**src/sv/nwc_pkg.sv**
```systemverilog
`timescale 1ns / 1ps
// nwc_pkg: shared types, constants and the weight lookup of the
// normalized window convolution core; no dependencies

package nwc_pkg;

    localparam int DEF_MAX_WIDTH  = 1024;
    localparam int DEF_MAX_KERNEL = 3;
    localparam int TAPS           = 9;
    localparam int QUEUE_DEPTH    = 2;

    typedef enum logic [2:0] {
        REG_IMAGE_WIDTH   = 3'd0,
        REG_KERNEL_SIZE   = 3'd1,
        REG_KERNEL_TOP    = 3'd2,
        REG_KERNEL_MIDDLE = 3'd3,
        REG_KERNEL_BOTTOM = 3'd4
    } reg_index_t;

    typedef struct packed {
        logic       frame_start;
        logic [7:0] pixel_blue;
        logic [7:0] pixel_green;
        logic [7:0] pixel_red;
    } pixel_in_t;

    typedef struct packed {
        logic       zero_weight;
        logic [7:0] out_blue;
        logic [7:0] out_green;
        logic [7:0] out_red;
    } pixel_out_t;

    // tap t: row offset t/3 (0 = current row), column offset t%3
    typedef struct packed {
        logic [TAPS-1:0][23:0] pix;
        logic [TAPS-1:0]       mask;
    } work_item_t;

    typedef struct packed {
        logic full;
        logic empty;
    } queue_status_t;

    function automatic logic signed [7:0] tap_weight(
        input logic [23:0] row_top,
        input logic [23:0] row_mid,
        input logic [23:0] row_bot,
        input logic [3:0]  tap
    );
        logic signed [7:0] w;
        w = '0;
        case (tap)
            4'd0: w = row_bot[23:16];
            4'd1: w = row_bot[15:8];
            4'd2: w = row_bot[7:0];
            4'd3: w = row_mid[23:16];
            4'd4: w = row_mid[15:8];
            4'd5: w = row_mid[7:0];
            4'd6: w = row_top[23:16];
            4'd7: w = row_top[15:8];
            4'd8: w = row_top[7:0];
            default: w = '0;
        endcase
        return w;
    endfunction

endpackage

```
**src/sv/nwc_queue.sv**
```systemverilog
`timescale 1ns / 1ps
// nwc_queue: two-entry queue of window items between front and back
// depends on nwc_pkg

module nwc_queue (
    input  logic                clk,
    input  logic                rst_n,
    input  logic                push,
    input  nwc_pkg::work_item_t push_item,
    input  logic                pop,
    output nwc_pkg::work_item_t head_item,
    output nwc_pkg::queue_status_t status
);
    import nwc_pkg::*;

    work_item_t entry_reg [QUEUE_DEPTH];
    logic       wr_ptr_reg, wr_ptr_next;
    logic       rd_ptr_reg, rd_ptr_next;
    logic [1:0] count_reg, count_next;

    always_comb
    begin
        wr_ptr_next = push ? ~wr_ptr_reg : wr_ptr_reg;
        rd_ptr_next = pop ? ~rd_ptr_reg : rd_ptr_reg;
        count_next  = count_reg + 2'(push) - 2'(pop);
    end

    always_ff @(posedge clk or negedge rst_n)
    begin
        if (!rst_n)
        begin
            wr_ptr_reg <= 1'b0;
            rd_ptr_reg <= 1'b0;
            count_reg  <= '0;
        end
        else
        begin
            wr_ptr_reg <= wr_ptr_next;
            rd_ptr_reg <= rd_ptr_next;
            count_reg  <= count_next;
        end
    end

    always_ff @(posedge clk)
    begin
        if (push)
        begin
            entry_reg[wr_ptr_reg] <= push_item;
        end
    end

    assign head_item    = entry_reg[rd_ptr_reg];
    assign status.full  = count_reg == 2'(QUEUE_DEPTH);
    assign status.empty = count_reg == 2'd0;

endmodule

```
**config.mk**
```make
export PLATFORM = sky130hd
export DESIGN_NAME = nwc_queue
export DESIGN_NICKNAME = d
export VERILOG_FILES = /design/src/sv/nwc_pkg.sv /design/src/sv/nwc_queue.sv
export SDC_FILE = /design/constraint.sdc
export NUM_CORES = 1
export LEC_CHECK = 0
export BUFFER_PORTS_ARGS = -buffer_cell sky130_fd_sc_hd__buf_2
export CAP_MARGIN = 30
export CORE_MARGIN = 3
export CORE_UTILIZATION = 56
export CTS_CLUSTER_DIAMETER = 40
export CTS_CLUSTER_SIZE = 8
export DETAILED_ROUTE_END_ITERATION = 6
export GPL_ROUTABILITY_DRIVEN = 0
export PLACE_DENSITY = 0.81
export SLEW_MARGIN = 0
export SYNTH_ARGS = -nofsm -noshare
export SYNTH_HDL_FRONTEND = slang
export SYNTH_SLANG_ARGS = --single-unit
```
**constraint.sdc**
```tcl
create_clock -name clk -period 20 [get_ports clk]
set_input_delay 2 -clock clk [delete_from_list [all_inputs] [get_ports clk]]
set_output_delay 2 -clock clk [all_outputs]
set_load 0.05 [all_outputs]
```
; After elaboration in Yosys (flattened, before gate mapping)
; Memory sizes are Yosys's and may differ from the RTL's.
; Index checks and enable logic that the tools add are counted.
[totals]
ff_bits = 4
input_bits = 229
ram_bits = 450
memories = 1
[memory_table]
columns = memory, depth, word_bits, read_ports, rd_ports_with_merged_regs, wr, line
row1 = entry_reg, 2, 225, 1, 0, 1, nwc_queue.sv:16  ; work_item_t entry_reg [QUEUE_DEPTH];
[classes]
n_reduce_logical = 1
n_addsub = 2
n_mux = 2
bitwise = 2
n_eq_ne = 1
[ops]
columns = op, count
row1 = adder 2 x 1 -> 2 bit, 1
row2 = equality test 2 bit (second input constant), 1
row3 = logical NOT 2 bit, 1
row4 = 2-to-1 mux 1 bit, 2
row5 = inverter 1 bit, 2
row6 = subtractor 2 x 1 -> 2 bit, 1

; Depth between registers and ports, before layout
[logic_depth]
ltp_word = 2
mapped_depth = 5
mapped_depth_nobuf = 5

; Worst setup path before layout
; OpenSTA, ideal clock, no wires.
[synth_path]
kind = input-to-reg
from = input port push
to = memory entry_reg[0][0] (netlist bit), enable pin
n_path_buf = 0
arrival_time_ps = 11691
setup_time_ps = 841
t_required_ps = 19159
cell_stages = 1
setup_slack_ps = 7467
cell_sequence = nor2b_1
[synth_between]
elab_chain_len = 2
[synth_lines]
columns = item, line
row1 = "start, declared", nwc_queue.sv:8  ; input logic push,
row2 = 2-to-1 mux 1 bit, nwc_queue.sv:46  ; if (push)
row3 = 2-to-1 mux 1 bit (not written as such), nwc_queue.sv:48  ; entry_reg[wr_ptr_reg] <= push_item;
row4 = "end, declared", nwc_queue.sv:16
; No other way between the ends.

==> parameters.txt <==
Parameter                              Value

STA
  Min cycle time layout ... 5.107 ns
  RSZ-0062 raised after global routing ... false
  Worst slew margin relative to its limit ... 30.65%
  Worst-Margin Slew ... 1.040 ns
  Accumulated negative setup slack ... 0 ns
  Max-slew violation count ... 0
  Hold violation count in the final report ... 0
  Final clock skew ... 0.01142 ns
  Portion of the clock cycle consumed by the worst path in the final layout ... 25.54%
  F_max ... 0.1958 GHz
  Setup violations, final ... 0

Clock tree
  Post-CTS setup repair buffer count ... 0
  Clock latency on the worst-skew pair ... 0.55 ns
  CTS H-Tree Depth ... 3
  Cell at the root of the clock tree ... sky130_fd_sc_hd__clkbuf_16
  Count of hold buffers inserted by post-cts repair ... 0
  Buffers from clock root to sink, at most ... 3
  Clock transition time at the flip-flop clock pins of the worst setup and hold paths ... 0.05 ns
  Clock tree from TritonCTS ... yes
  Number of sinks on the clock net ... 454
  Resize count post-CTS ... 0
  Total CTS buffers ... 68

Power
  Combinational fraction of design power ... 39.2%
  Part of the power in registers ... 34.7%
  Power per Cell Area ... 177.9 nW/um^2
  Internal ... 0.002350 W
  Switching share of power ... 38.84%
  Net switching power ... 0.001492 W
  Leakage power ... 8.605 nW
  Worst ir drop on vdd ... 114.8 uV
  Clock network fraction of design power ... 26.2%

Finish
  Fill count ... 1775
  Post-synthesis to final-layout area growth ... 27.06%
  Area of combinational cells with multiple inputs ... 3158 sq um
  Share of layout cells above drive strength 1 ... 62.07%
  Layout Nets ... 1454
  Final core utilization ... 72.50%
  Reg area ... 13620 sq um
  Max FFs per register ... 450

Logic synthesis
  Most numerous cell in the Yosys netlist ... sky130_fd_sc_hd__edfxtp_1
  Synthesized area per cell ... 23.78 sq um
  Largest area contributor in the netlist ... sky130_fd_sc_hd__edfxtp_1
  Unique cell type count in the Yosys netlist ... 13
  Number of register bits inferred by synthesis ... 454
  Portion of the post-synthesis area used by sequential elements ... 80.08%
  Number of nets produced by synthesis ... 946
  Number of synthesized flops with an enable pin ... 450
  Top post-synthesis cells by count ... sky130_fd_sc_hd__edfxtp_1, sky130_fd_sc_hd__mux2_4, sky130_fd_sc_hd__mux2_2
  Area share of the leading cell type in the synthesized netlist ... 79.49%
  Number of warnings issued by yosys ... 0
  Proportion of synthesized flip-flops having asynchronous set or reset ... 0.8811%
  Leading register cell type out of synthesis ... sky130_fd_sc_hd__edfxtp_1
  Cells after Synth ... 715
  Mapped cell area ... 17000 sq um
  Ranking of synthesized cells by area ... sky130_fd_sc_hd__edfxtp_1, sky130_fd_sc_hd__mux2_4, sky130_fd_sc_hd__mux2_2

Setup path
  Arrival time at the worst endpoint ... 3.11 ns
  Worst-path fanout max ... 54
  Kind of end point of the critical path ... output pin
  Crit path launch type ... flip-flop
  Most repeated library cell on the critical path ... sky130_fd_sc_hd__buf_4
  Worst path cell trace ... buf_4, buf_4, mux2_4, buf_2
  Type of the setup path with the least slack ... flip-flop to output pin
  Slowest CP cell ... sky130_fd_sc_hd__dfrtp_4
  CP required ... 18.00 ns
  Largest stage delay on the critical path ... 0.81 ns

GRT
  Initial antenna violation count ... 14
  Pin count of the biggest net entering global routing ... 168
  First-pass GRT wire length ... 53840 microns
  All-Layer GR Usage ... 21.61%
  Number of global-route vias before repair ... 9256
  Total overflow reported by the global router ... 0

Run
  # Max-Cap Violations ... 0

Status
  Outcome ... complete, no violations

Route
  Remaining number of nets flagged by the antenna check after routing ... 0
  Via count ... 8619
  Number of DRC markers in iteration 0 ... 537
  Initial DRT Pass Iterations ... 5
  Post-DR vias/cell ... 5.265
  Total wire length ... 35890 microns
  Count of unresolved DRC violations after routing ... 0
  Average wire per standard cell ... 21.92 microns

Placement
  Detailed-placement wirelength estimate ... 23570 microns
  Buffers added on ports ... 455

Floorplan
  Vertical die dimension ... 180.2 microns
  # rows ... 63
  Placeable Area ... 29800 sq um
  Boundary pin count ... 456
  X dimension of the die ... 180.2 microns
  Initial core utilization ... 57.05%
  Die area ... 32480 sq um

Min path
  Hold/Removal Path Class ... flip-flop to flip-flop
-- metrics by stage --
step	setup WS [ns]	instance area (sq um)	total power (W)	hold slack [ns]	std cells
global placement	14.76	19620	0.002833	0.5281	1541
floorplan	7.467	17000	0.002621	0.4555	715
finish	14.89	21600	0.003842	0.5419	1637
detailed placement	15.42	19670	0.002859	0.5425	1543
global route	14.73	21600	0.003980	0.5813	1637
CTS	14.84	21580	0.003882	0.5504	1629
-- power groups by stage --
stage,logic (W),clock network (W),registers [W]
after floorplan,0.00125,0,0.00137
final,0.00150,0.00100,0.00133
after detailed placement,0.00151,0,0.00135
after global placement,0.00149,0,0.00134
after CTS,0.00152,0.00103,0.00133
after global routing,0.00156,0.00107,0.00135
-- final cells by class --
class,instances,area share (%)
flip-flops and latches,454,63.04
multi-input cells,234,14.62
repair buffers,463,11.12
clock buffers,77,8.277
well taps,390,2.259
clock inverters,9,0.5561
diodes,8,0.09268
inverters,2,0.03475
-- placed cells by master (no fill, tap or decap) --
cell,count
sky130_fd_sc_hd__buf_2,455
sky130_fd_sc_hd__edfxtp_1,450
sky130_fd_sc_hd__mux2_4,140
sky130_fd_sc_hd__mux2_2,85
sky130_fd_sc_hd__clkbuf_16,70
sky130_fd_sc_hd__diode_2,8
sky130_fd_sc_hd__clkbuf_1,6
sky130_fd_sc_hd__buf_4,4
sky130_fd_sc_hd__inv_16,3
sky130_fd_sc_hd__dfrtp_1,3
sky130_fd_sc_hd__inv_1,2
sky130_fd_sc_hd__xor2_1,2
sky130_fd_sc_hd__ha_1,2
sky130_fd_sc_hd__clkinv_1,2
sky130_fd_sc_hd__buf_16,2
sky130_fd_sc_hd__buf_12,2
sky130_fd_sc_hd__xor3_1,1
sky130_fd_sc_hd__nor2b_1,1
sky130_fd_sc_hd__nor2_1,1
sky130_fd_sc_hd__and2_4,1
sky130_fd_sc_hd__nor2b_4,1
sky130_fd_sc_hd__inv_6,1
sky130_fd_sc_hd__clkinv_2,1
sky130_fd_sc_hd__clkbuf_8,1
sky130_fd_sc_hd__clkinv_16,1
sky130_fd_sc_hd__clkinv_4,1
sky130_fd_sc_hd__dfrtp_4,1
-- critical path: cells and delay by family (launching register included) --
| kind | cells | cell delay (ns) |
|---|---|---|
| buffers and inverters | 3 | 1.32 |
| flip-flops | 1 | 0.81 |
| multiplexers | 1 | 0.36 |
-- routing by layer --
layer  track usage, %  wire length, microns
met4            9.518                  1214
met3            7.671                  3459
met1            25.14                 12850
met2            36.44                 18290
met5                0                    74
-- logic make-up (layout without fill, tap and decap cells) --
family                     count (synthesis)  in the layout  share of synthesized area [%]
DFF                                      454            454                          80.08
muxes                                    225            225                          18.00
buffers and inverters                     27            551                          1.406
and+or+nand+nor                            4              4                         0.1325
xor gates and xnor gates                   3              3                         0.2429
adders and majority gates                  2              2                         0.1472
other                                      0              8                              0
-- path summary, 6_finish.rpt --
path	endpoint	depth (start not counted)	slack (ns)	from
setup / recovery	head_item[124]	4	14.89	rd_ptr_reg
hold / removal	wr_ptr_reg	1	0.54	wr_ptr_reg
setup reg to reg	entry_reg[1][136]	2	17.56	wr_ptr_reg
hold reg to reg	wr_ptr_reg	1	0.54	wr_ptr_reg
max in group asynchronous	rd_ptr_reg	1	18.61	rst_n
min in group asynchronous	rd_ptr_reg	1	1.26	rst_n
(Power assumes the default switching activity.)
