### config.mk
export PLATFORM = sky130hd
export DESIGN_NAME = nwc_back
export DESIGN_NICKNAME = d
export VERILOG_FILES = /design/src/sv/nwc_pkg.sv /design/src/sv/nwc_back.sv
export SDC_FILE = /design/constraint.sdc
export NUM_CORES = 1
export LEC_CHECK = 0
export BUFFER_PORTS_ARGS = -buffer_cell sky130_fd_sc_hd__buf_2
export CAP_MARGIN = 20
export CORE_MARGIN = 2
export CORE_UTILIZATION = 25
export CTS_CLUSTER_SIZE = 28
export DETAILED_ROUTE_END_ITERATION = 8
export GPL_ROUTABILITY_DRIVEN = 1
export GPL_TIMING_DRIVEN = 0
export SKIP_CTS_REPAIR_TIMING = 1
export SYNTH_ARGS = -nofsm -noshare
export SYNTH_HDL_FRONTEND = slang
export SYNTH_SLANG_ARGS = --single-unit
export TNS_END_PERCENT = 10
### constraint.sdc
create_clock -name clk -period 19.1 [get_ports clk]
set_clock_uncertainty 0.15 [all_clocks]
set_input_delay 3.82 -clock clk [delete_from_list [all_inputs] [get_ports clk]]
set_output_delay 3.82 -clock clk [all_outputs]
set_load 0.1 [all_outputs]
### src/sv/nwc_pkg.sv
`timescale 1ns / 1ps
// nwc_pkg: shared types, constants and the weight lookup of the
// normalized window convolution core; no dependencies

package nwc_pkg;

    localparam int DEF_MAX_WIDTH  = 1024;
    localparam int DEF_MAX_KERNEL = 3;
    localparam int TAPS           = 9;
    localparam int QUEUE_DEPTH    = 2;

    typedef enum logic [2:0] {
        REG_IMAGE_WIDTH   = 3'd0,
        REG_KERNEL_SIZE   = 3'd1,
        REG_KERNEL_TOP    = 3'd2,
        REG_KERNEL_MIDDLE = 3'd3,
        REG_KERNEL_BOTTOM = 3'd4
    } reg_index_t;

    typedef struct packed {
        logic       frame_start;
        logic [7:0] pixel_blue;
        logic [7:0] pixel_green;
        logic [7:0] pixel_red;
    } pixel_in_t;

    typedef struct packed {
        logic       zero_weight;
        logic [7:0] out_blue;
        logic [7:0] out_green;
        logic [7:0] out_red;
    } pixel_out_t;

    // tap t: row offset t/3 (0 = current row), column offset t%3
    typedef struct packed {
        logic [TAPS-1:0][23:0] pix;
        logic [TAPS-1:0]       mask;
    } work_item_t;

    typedef struct packed {
        logic full;
        logic empty;
    } queue_status_t;

    function automatic logic signed [7:0] tap_weight(
        input logic [23:0] row_top,
        input logic [23:0] row_mid,
        input logic [23:0] row_bot,
        input logic [3:0]  tap
    );
        logic signed [7:0] w;
        w = '0;
        case (tap)
            4'd0: w = row_bot[23:16];
            4'd1: w = row_bot[15:8];
            4'd2: w = row_bot[7:0];
            4'd3: w = row_mid[23:16];
            4'd4: w = row_mid[15:8];
            4'd5: w = row_mid[7:0];
            4'd6: w = row_top[23:16];
            4'd7: w = row_top[15:8];
            4'd8: w = row_top[7:0];
            default: w = '0;
        endcase
        return w;
    endfunction

endpackage

### src/sv/nwc_back.sv
`timescale 1ns / 1ps
// nwc_back: tap-serial multiply-accumulate, bit-serial division, clamp
// and output register; depends on nwc_pkg

module nwc_back (
    input  logic                   clk,
    input  logic                   rst_n,
    input  nwc_pkg::work_item_t    head_item,
    input  nwc_pkg::queue_status_t q_status,
    output logic                   pop,
    input  logic [23:0]            kernel_row_top,
    input  logic [23:0]            kernel_row_middle,
    input  logic [23:0]            kernel_row_bottom,
    output logic                   out_valid,
    input  logic                   out_stall,
    output nwc_pkg::pixel_out_t    out_data
);
    import nwc_pkg::*;

    typedef enum logic [2:0] {B_IDLE, B_MAC, B_ABS, B_DIV, B_FIN} bstate_t;

    bstate_t            state_reg;
    work_item_t         item_reg;
    logic [3:0]         tap_reg;
    logic [4:0]         cnt_reg;
    logic signed [20:0] sum_reg [3];
    logic signed [11:0] wsum_reg;
    logic [19:0]        num_reg [3];
    logic [10:0]        rem_reg [3];
    logic [10:0]        den_reg;
    logic [2:0]         neg_reg;
    logic               zero_reg;
    logic               out_valid_reg;
    pixel_out_t         out_reg;

    logic signed [7:0]  w;
    logic signed [16:0] prod [3];
    logic [11:0]        rem_sh [3];
    logic [7:0]         res [3];

    always_comb
    begin
        w = tap_weight(kernel_row_top, kernel_row_middle, kernel_row_bottom, tap_reg);
        for (int c = 0; c < 3; c++)
        begin
            prod[c]   = $signed({1'b0, item_reg.pix[tap_reg][8*c +: 8]}) * w;
            rem_sh[c] = {rem_reg[c], num_reg[c][19]};
            if (zero_reg || neg_reg[c])
                res[c] = '0;
            else if (|num_reg[c][19:8])
                res[c] = 8'hFF;
            else
                res[c] = num_reg[c][7:0];
        end
    end

    assign pop       = state_reg == B_IDLE && !q_status.empty;
    assign out_valid = out_valid_reg;
    assign out_data  = out_reg;

    always_ff @(posedge clk or negedge rst_n)
    begin
        if (!rst_n)
        begin
            state_reg     <= B_IDLE;
            out_valid_reg <= 1'b0;
        end
        else
        begin
            if (!out_stall && state_reg != B_FIN)
                out_valid_reg <= 1'b0;
            unique case (state_reg)
                B_IDLE:
                begin
                    if (pop)
                    begin
                        item_reg  <= head_item;
                        tap_reg   <= '0;
                        wsum_reg  <= '0;
                        for (int c = 0; c < 3; c++)
                            sum_reg[c] <= '0;
                        state_reg <= B_MAC;
                    end
                end
                B_MAC:
                begin
                    if (item_reg.mask[tap_reg])
                    begin
                        wsum_reg <= wsum_reg + 12'(w);
                        for (int c = 0; c < 3; c++)
                            sum_reg[c] <= sum_reg[c] + 21'(prod[c]);
                    end
                    tap_reg <= tap_reg + 4'd1;
                    if (tap_reg == 4'(TAPS - 1))
                        state_reg <= B_ABS;
                end
                B_ABS:
                begin
                    den_reg  <= wsum_reg[11] ? 11'(-wsum_reg) : 11'(wsum_reg);
                    zero_reg <= wsum_reg == '0;
                    cnt_reg  <= '0;
                    for (int c = 0; c < 3; c++)
                    begin
                        neg_reg[c] <= sum_reg[c][20] ^ wsum_reg[11];
                        num_reg[c] <= sum_reg[c][20] ? 20'(-sum_reg[c]) : 20'(sum_reg[c]);
                        rem_reg[c] <= '0;
                    end
                    state_reg <= (wsum_reg == '0) ? B_FIN : B_DIV;
                end
                B_DIV:
                begin
                    for (int c = 0; c < 3; c++)
                    begin
                        if (rem_sh[c] >= {1'b0, den_reg})
                        begin
                            rem_reg[c] <= 11'(rem_sh[c] - {1'b0, den_reg});
                            num_reg[c] <= {num_reg[c][18:0], 1'b1};
                        end
                        else
                        begin
                            rem_reg[c] <= rem_sh[c][10:0];
                            num_reg[c] <= {num_reg[c][18:0], 1'b0};
                        end
                    end
                    cnt_reg <= cnt_reg + 5'd1;
                    if (cnt_reg == 5'd19)
                        state_reg <= B_FIN;
                end
                B_FIN:
                begin
                    if (!out_valid_reg || !out_stall)
                    begin
                        out_reg.out_red     <= res[0];
                        out_reg.out_green   <= res[1];
                        out_reg.out_blue    <= res[2];
                        out_reg.zero_weight <= zero_reg;
                        out_valid_reg       <= 1'b1;
                        state_reg           <= B_IDLE;
                    end
                end
                default: state_reg <= B_IDLE;
            endcase
        end
    end

endmodule

# Word-level counts from Yosys, hierarchy flattened
# Memory sizes are Yosys's and may differ from the RTL's.
# Cells that the tools add are included.
[totals]
n_memories = 3
in_bits = 302
regBits = 290
wordCells = 183
ramBits = 156
out_inout_bits = 27
[mem_list]
columns = ["memory", "words", "width", "read_ports", "rd_ports_with_merged_regs", "write_ports", "line", "text"]
rows = [
  ["sum_reg", 3, 21, 3, 0, 3, "nwc_back.sv:26", "logic signed [20:0] sum_reg [3];"],
  ["num_reg", 3, 20, 3, 0, 3, "nwc_back.sv:28", "logic [19:0] num_reg [3];"],
  ["rem_reg", 3, 11, 3, 0, 3, "nwc_back.sv:29", "logic [10:0] rem_reg [3];"],
]
[classes]
eq_ne = 19
n_mul = 3
order_cmp = 4
addsub = 13
n_mux = 68
reduce_logical = 33
bitwise_logic = 18
[ops]
columns = ["operator", "count"]
rows = [
  ["$mux W20", 9],
  ["$bmux W24 S4", 1],
  ["$mux W11", 7],
  ["$pmux W8 S9", 1],
  ["$add A21 B17 Y21", 3],
  ["$mux W21", 3],
  ["$neg A20 Y20", 3],
  ["$mul A9 B8 Y17", 3],
  ["$ge A12 B11 Y1", 3],
  ["$reduce_or A12 Y1", 3],
  ["$sub A11 B11 Y11", 3],
  ["$mux W1", 30],
  ["$mux W12", 2],
  ["$mux W24", 1],
  ["$mux W8", 3],
  ["$pmux W12 S2", 1],
  ["$eq A4 B3 Y1 const B", 4],
  ["$mux W3", 5],
  ["$or A1 B1 Y1", 15],
  ["$pmux W3 S5", 1],
  ["$add A12 B8 Y12", 1],
  ["$logic_not A12 Y1", 1],
  ["$logic_and A1 B1 Y1", 11],
  ["$neg A11 Y11", 1],
  ["other kinds (25)", 43],
]

# Depth between registers and ports, before layout
# Gate-level depths: netlist of run 1.
[depth]
ltp_word = 7
mapped_depth = 31
ltp_nobuf = 25

# Least setup slack after synthesis of run 1
# Ideal clock, no wire load.
[synth_timing]
kind = "input to register"
start = "input q_status[0] (netlist bit)"
end = "memory sum_reg[0][0], enable pin"
slack_ns = -2.814
path_stages = 2
arrival_time_ns = 21.336
t_required_ns = 18.522
cell_sequence = "nor3_1 > nand2b_1"
[synth_lines]
columns = ["item", "line", "text"]
rows = [
  ["start: declaration", "nwc_back.sv:9", "input nwc_pkg::queue_status_t q_status,"],
  ["end: declaration", "nwc_back.sv:26", ""],
]

==> key figures, run 1 <==
Worst setup path
  – Critical path class: input port to register
  – Crit-path cells: buf_2 -> a22oi_1 -> a21oi_1 -> nor2_1 -> a31oi_2 -> clkbuf_1 -> clkbuf_1 -> nand2_1 -> fa_1 -> inv_1 -> fa_1 -> inv_1 -> fa_1 -> fa_1 -> inv_1 -> fa_1 -> ha_1 -> o21ai_0 -> nor2_1 -> o41ai_1 -> o311ai_1 -> o31ai_1 -> xor2_1 -> nor2_1
  – Reg-to-reg slack, setup: 9160 ps
  – Crit path top cell by count: fa_1
  – Worst setup EP type: register
  – CP max FO: 11
  – Max incr delay on CP: 670 ps
  – RR Startpoint: tap_reg[1]$_SDFFCE_PP0P_
  – Startpoint types: input port
  – WP data required: 19,350 ps
  – Slowest CP cell: a31oi_2
  – Worst EP arrival: 10,860 ps
  – Critical Path Source: kernel_row_middle[1]

Clocking
  – CTS tree: done
  – Longest Clk Path Bufs: 3
  – Clock Pin Slew Worst Setup and Hold Paths: 70 ps
  – Root Buffer: clkbuf_16
  – Htree depth: 2
  – Sink Count: 446
  – Clock Latency Late Sink: 640 ps
  – Clock buffer count from CTS: 50

Placement
  – Dpl hpwl: 67.8 mm
  – Placed Area: 33,700 um2
  – IO Port Bufs: 327
  – Gpl congestion: 0.846
  – Placement Setup Slack: 7740 ps
  – Dpl cells: 4,436

STA
  – Endpoints failing hold: 0
  – Clock period minus worst slack: 10,620 ps
  – Max-slew violations: 0
  – Final setup TNS: 0 ps
  – Worst setup margin: 8480 ps
  – Final setup vio count: 0
  – Worst slew pin tran: 1230 ps
  – Fin crit share: 55.6%
  – RSZ-0062 raised after global routing: false
  – Hold_ws: 351 ps
  – Highest clock rate: 0.0942 GHz
  – Rel. slew slack: 17.8%

Synth
  – Post-synth ARST share: 0.897%
  – Syn_nets: 3,258
  – EDFF count, synth: 441
  – Simple-gate share of the synthesized area: 10.9%
  – Synth Instances: 2,553
  – Register bit count reported by yosys: 446
  – Syn_area_per_cell: 11.6 um2
  – Adder-cell share of the synthesized area: 21.0%
  – Yosys warning count: 0
  – Xor/xnor cell area share of the yosys netlist: 4.39%
  – Ys flop type: edfxtp_1
  – Syn Std Cell Area: 29,700 um2
  – Cell variety after synth: 73
  – Sequential fraction of the synthesis area: 45.0%
  – Post-synthesis mux area share: 5.48%
  – Combinational family with the most area after synthesis: adder cells
  – Synth Area in Compound Gates: 8.99%

Finish
  – Share of post-route cells with drive strength above 1: 17.8%
  – Commonest non-fill, non-tap cell in the layout: edfxtp_1
  – Layout overhead on the synthesized area: 19.2%
  – Final #Nets: 3,658
  – Commonest cells after routing, fill and taps aside: edfxtp_1, buf_2, nor2_1, ha_1, inv_1
  – Final instance area: 35,400 um2
  – Max reg flops: 225
  – Post-route insts no fill: 4,532
  – Core Util, Final: 30.0%
  – Filler instances: 12,200

Job
  – Number of max-cap violations: 0

Floorplanning
  – Die Width: 349 um
  – Placement Rows: 126
  – Core box area: 118,000 um2
  – Initial Util: 25.2%
  – Top Ports: 329
  – Die ar.: 122,000 um2
  – Die Y: 349 um

Detailed routing
  – Vias: 20,700
  – Final ANT Viol Nets: 0
  – WL/cell: 18.6 um
  – Avg Vias per Cell: 4.57
  – First-pass DRT Iterations: 5
  – DRT Wirelength: 84.1 mm
  – Initial DRC Count: 1,157
  – DRC errors left: 0

Global route
  – Largest net degree at the start of global routing: 70
  – Vias in the first global route: 20,900
  – First-pass GRT wire length: 127 mm
  – Residual overflow from global routing: 0
  – Tot GR Track Use: 13.8%
  – Initial antenna violation count: 12

Power and ir drop
  – Tot Pwr: 7.31 mW
  – Pleak: 14.4 nW
  – Peak VDD IR: 189 uV
  – Pwr/cell area: 206 nW/um2

Hold path
  – Worst Hold Class: register to register
  – Hold path start: num_reg[2][0]$_SDFFE_PP0P_

Outcome
  – Status: completed
[cell usage after synthesis (6+ instances only)]
cell	number	area share (%)
o41ai_1	8	0.24
nand2b_1	31	0.65
or2_2	12	0.25
a31oi_1	16	0.34
nand2_1	184	2.3
mux4_2	49	3.7
nand4_1	7	0.15
a2111oi_0	6	0.18
or3_1	10	0.21
and3_1	11	0.23
clkbuf_1	50	0.63
nor2_1	269	3.4
mux2i_1	49	1.6
ha_1	245	10
nor2b_1	38	0.80
a22oi_1	19	0.48
o21bai_1	6	0.15
nor3_1	31	0.52
o21a_1	38	0.96
o21ai_1	12	0.20
buf_1	7	0.088
a211oi_1	24	0.61
fa_1	158	11
xnor2_1	97	2.9
and2_1	38	0.80
a21oi_1	113	1.9
a222oi_1	6	0.20
o31ai_1	16	0.40
nor4_1	17	0.36
xor2_1	52	1.5
edfxtp_1	441	45
a21o_1	18	0.45
inv_1	243	3.1
o21ai_0	105	1.8
buf_2	20	0.34
nand3_1	31	0.52
[path summary, 6_finish.rpt]
| path | to | depth (start not counted) |
|---|---|---|
| max in group asynchronous | state_reg[0]$_DFFE_PN0P_ | 1 |
| min reg2reg | num_reg[2][0]$_SDFFE_PP0P_ | 2 |
| min | num_reg[2][0]$_SDFFE_PP0P_ | 2 |
| max reg2reg | sum_reg[0][38]$_SDFFCE_PN0P_ | 26 |
| min in group asynchronous | out_valid$_DFF_PN0_ | 1 |
| max | sum_reg[0][38]$_SDFFCE_PN0P_ | 24 |
[logic make-up (layout without fill, tap and decap cells)]
| logic type | after synthesis | count (layout) |
|---|---|---|
| mux | 101 | 101 |
| fa+ha+maj | 403 | 403 |
| xor+xnor | 149 | 149 |
| flops | 446 | 446 |
| other cells | 0 | 3 |
| buf+inv | 329 | 769 |
| compound gates | 424 | 424 |
| simple gates | 701 | 701 |
[power by group]
part / switching, mW / internal, mW
Clock: 0.414 / 0.608
Combinational: 2.86 / 2.02
Sequential: 0.109 / 1.30
Total: 3.38 / 3.93
[layer usage]
layer / global-route usage (%) / wire (um) / vias up
li1: - / - / 9891
met4: 4.25 / 2500 / 20
met3: 2.35 / 4770 / 123
met5: 0 / 107 / -
met1: 17.3 / 35300 / 10000
met2: 24.1 / 41400 / 650
[worst max-delay path, delay by kind of cell]
family | cells | cell delay (ps)
compound gates | 7 | 2070
xor+xnor | 1 | 180
fa+ha+maj | 6 | 2960
buf+inv | 6 | 1420
simple gates | 4 | 400
[cell type report]
cell class | instances | area [um2] | share of cell area [%]
Antenna cell | 3 | 7.51 | 0.0212
Buffer | 82 | 364 | 1.03
Clock buffer | 63 | 1340 | 3.78
Clock inverter | 29 | 390 | 1.10
Inverter | 247 | 932 | 2.63
Multi-Input combinational cell | 1778 | 15100 | 42.6
Sequential cell | 446 | 13400 | 37.7
Tap cell | 1536 | 1920 | 5.43
Timing Repair Buffer | 348 | 2010 | 5.67
Power figures use the tool's default switching activity.
==> run 2, diff against run 1 <==
ABC_AREA = 1   (was not set)
clock period = 8.5 ns   (was 19.1 ns; I/O delays follow)
==> run 2 against run 1 <==
Sequential cell count unchanged. Die area grew 5.0%. Final cell count rose by 22%. Global-route usage increased by 1.1 points. Count of clock-buffer cells in the layout fell by 1. Wire length grew 13%. Hold slack better by 48 ps. Non-clock buffer count is 8 higher. Area after synthesis up 5.1%. Critical path depth rose by 7. Register-to-register slack lost 8600 ps.
==> key figures, run 2 <==
Clocking
  – Htree depth: 2
  – Sink Count: 446
  – Root Buffer: clkbuf_16
  – CTS tree: done
  – Clock Latency Late Sink: 640 ps
  – Clock buffer count from CTS: 51
  – Longest Clk Path Bufs: 3
  – Clock Pin Slew Worst Setup and Hold Paths: 60 ps

STA
  – Worst slew pin tran: 982 ps
  – Highest clock rate: 0.127 GHz
  – Clock period minus worst slack: 7890 ps
  – Final setup TNS: 0 ps
  – Fin crit share: 92.9%
  – Hold_ws: 398 ps
  – Rel. slew slack: 34.4%
  – Endpoints failing hold: 0
  – Final setup vio count: 0
  – RSZ-0062 raised after global routing: false
  – Max-slew violations: 0

Detailed routing
  – Initial DRC Count: 1,975
  – Vias: 25,000
  – Final ANT Viol Nets: 0
  – WL/cell: 17.2 um
  – Avg Vias per Cell: 4.54
  – First-pass DRT Iterations: 8
  – DRC errors left: 0
  – DRT Wirelength: 94.9 mm

Placement
  – IO Port Bufs: 327
  – Dpl hpwl: 76.0 mm
  – Gpl congestion: 0.905

Global route
  – First-pass GRT wire length: 147 mm
  – Tot GR Track Use: 14.9%
  – Residual overflow from global routing: 0
  – Vias in the first global route: 24,800
  – Initial antenna violation count: 10
  – Largest net degree at the start of global routing: 54

Worst setup path
  – Worst setup EP type: register
  – Max incr delay on CP: 540 ps
  – Critical path class: register to register
  – Worst EP arrival: 8110 ps
  – WP data required: 8710 ps
  – CP max FO: 29
  – Slowest CP cell: fa_1
  – Startpoint types: register
  – Crit path top cell by count: inv_1

Synth
  – Ys flop type: edfxtp_1
  – Area leader, netlist: edfxtp_1
  – Post-synth ARST share: 0.897%
  – Syn_nets: 4,131
  – Register bit count reported by yosys: 446
  – Dominant cells by area after synthesis: edfxtp_1, fa_1, ha_1
  – Sequential fraction of the synthesis area: 42.8%
  – Yosys warning count: 0
  – Count leader, synth: nand2_1
  – Syn_area_per_cell: 9.12 um2
  – Cell variety after synth: 50
  – Syn Std Cell Area: 31,200 um2
  – Synth top area share: 42.4%
  – Post-synth top cells: nand2_1, nor2_1, inv_1
  – Synth Instances: 3,426
  – EDFF count, synth: 441

Outcome
  – Status: completed

Finish
  – Commonest cells after routing, fill and taps aside: nand2_1, nor2_1, inv_1, edfxtp_1, buf_2
  – Area of the multi-input gates: 15,700 um2
  – Filler instances: 12,900
  – Commonest non-fill, non-tap cell in the layout: nand2_1
  – Layout overhead on the synthesized area: 18.4%
  – Reg area: 13,400 um2
  – Final #Nets: 4,524
  – Share of post-route cells with drive strength above 1: 13.3%
  – Max reg flops: 225

Floorplanning
  – Initial Util: 25.2%
  – Die ar.: 128,000 um2
  – Placement Rows: 129
  – Core box area: 124,000 um2
  – Die Y: 357 um
  – Top Ports: 329
  – Die Width: 357 um

Job
  – Number of max-cap violations: 0

Hold path
  – Worst Hold Class: register to register
run 2: cell types whose count changed in the layout (fill, tap and decap cells not counted), moves of 70 or more:
cell | before | now
nand2_1 | 184 | 728
inv_1 | 243 | 462
nor2_1 | 268 | 463
nand3_1 | 31 | 154
o21ai_0 | 104 | 197
xnor2_1 | 97 | 27
run 2: worst paths after layout:
check | start | to | slack (ps) | depth (start not counted)
worst max register to register | tap_reg[1]$_SDFFCE_PP0P_ | sum_reg[0][41]$_SDFFCE_PN0P_ | 610 | 31
min in group asynchronous | rst_n | out_valid$_DFF_PN0_ | 810 | 1
worst max-delay path | tap_reg[1]$_SDFFCE_PP0P_ | sum_reg[0][41]$_SDFFCE_PN0P_ | 610 | 31
worst min-delay path | num_reg[1][10]$_DFFE_PP_ | num_reg[1][11]$_DFFE_PP_ | 400 | 2
worst min register to register | num_reg[1][10]$_DFFE_PP_ | num_reg[1][11]$_DFFE_PP_ | 400 | 2
max in group asynchronous | rst_n | state_reg[0]$_DFFE_PN0P_ | 7170 | 1
run 2: final cells by class:
cell class | instances | area share [%]
tap | 1637 | 5.54
antenna | 8 | 0.0541
inverter | 477 | 4.86
buffer | 95 | 1.20
timing repair buffer | 343 | 5.37
clock inverter | 34 | 0.866
clock buffer | 62 | 3.59
multi-input combinational | 2405 | 42.4
sequential | 446 | 36.1
run 2: stage by stage:
stage                     instances  util (%)  setup WS (ps)  instance area (um2)
after CTS                      5502      29.9           -290                37000
after global placement         5390      28.2          -3680                34900
after global routing           5506      29.9           29.6                37000
after detailed placement       5406      28.5           -229                35300
after floorplan                3426         -           -463                31200
final                          5507      29.9            606                37000
run 2: critical path, delay by kind of cell (launching register included):
kind	cells	cell delay [ps]
fa+ha+maj	7	3130
buf+inv	11	2080
simple gates	11	1370
compound gates	2	450
flops	1	410
run 2: cell families after synthesis:
kind of cell	count (synthesis)	synth area share, %
buffers and inverters	575	7.19
AOI/OAI and AO/OA	447	8.29
xor gates and xnor gates	98	2.75
and+or+nand+nor	1457	19.1
adders and majority gates	403	19.9
DFF	446	42.8
run 2: metal layers:
| layer | global-route usage [%] | vias up | wire length [um] |
|---|---|---|---|
| met2 | 25.0 | 750 | 45000 |
| met4 | 4.46 | 4 | 2540 |
| met1 | 19.8 | 11900 | 42200 |
| met5 | 0 | - | 23 |
| met3 | 2.18 | 124 | 5060 |
| li1 | - | 12200 | - |
Power of run 2 is not shown: default switching activity piles up to over one toggle a cycle in this logic, so the estimate is an artifact.
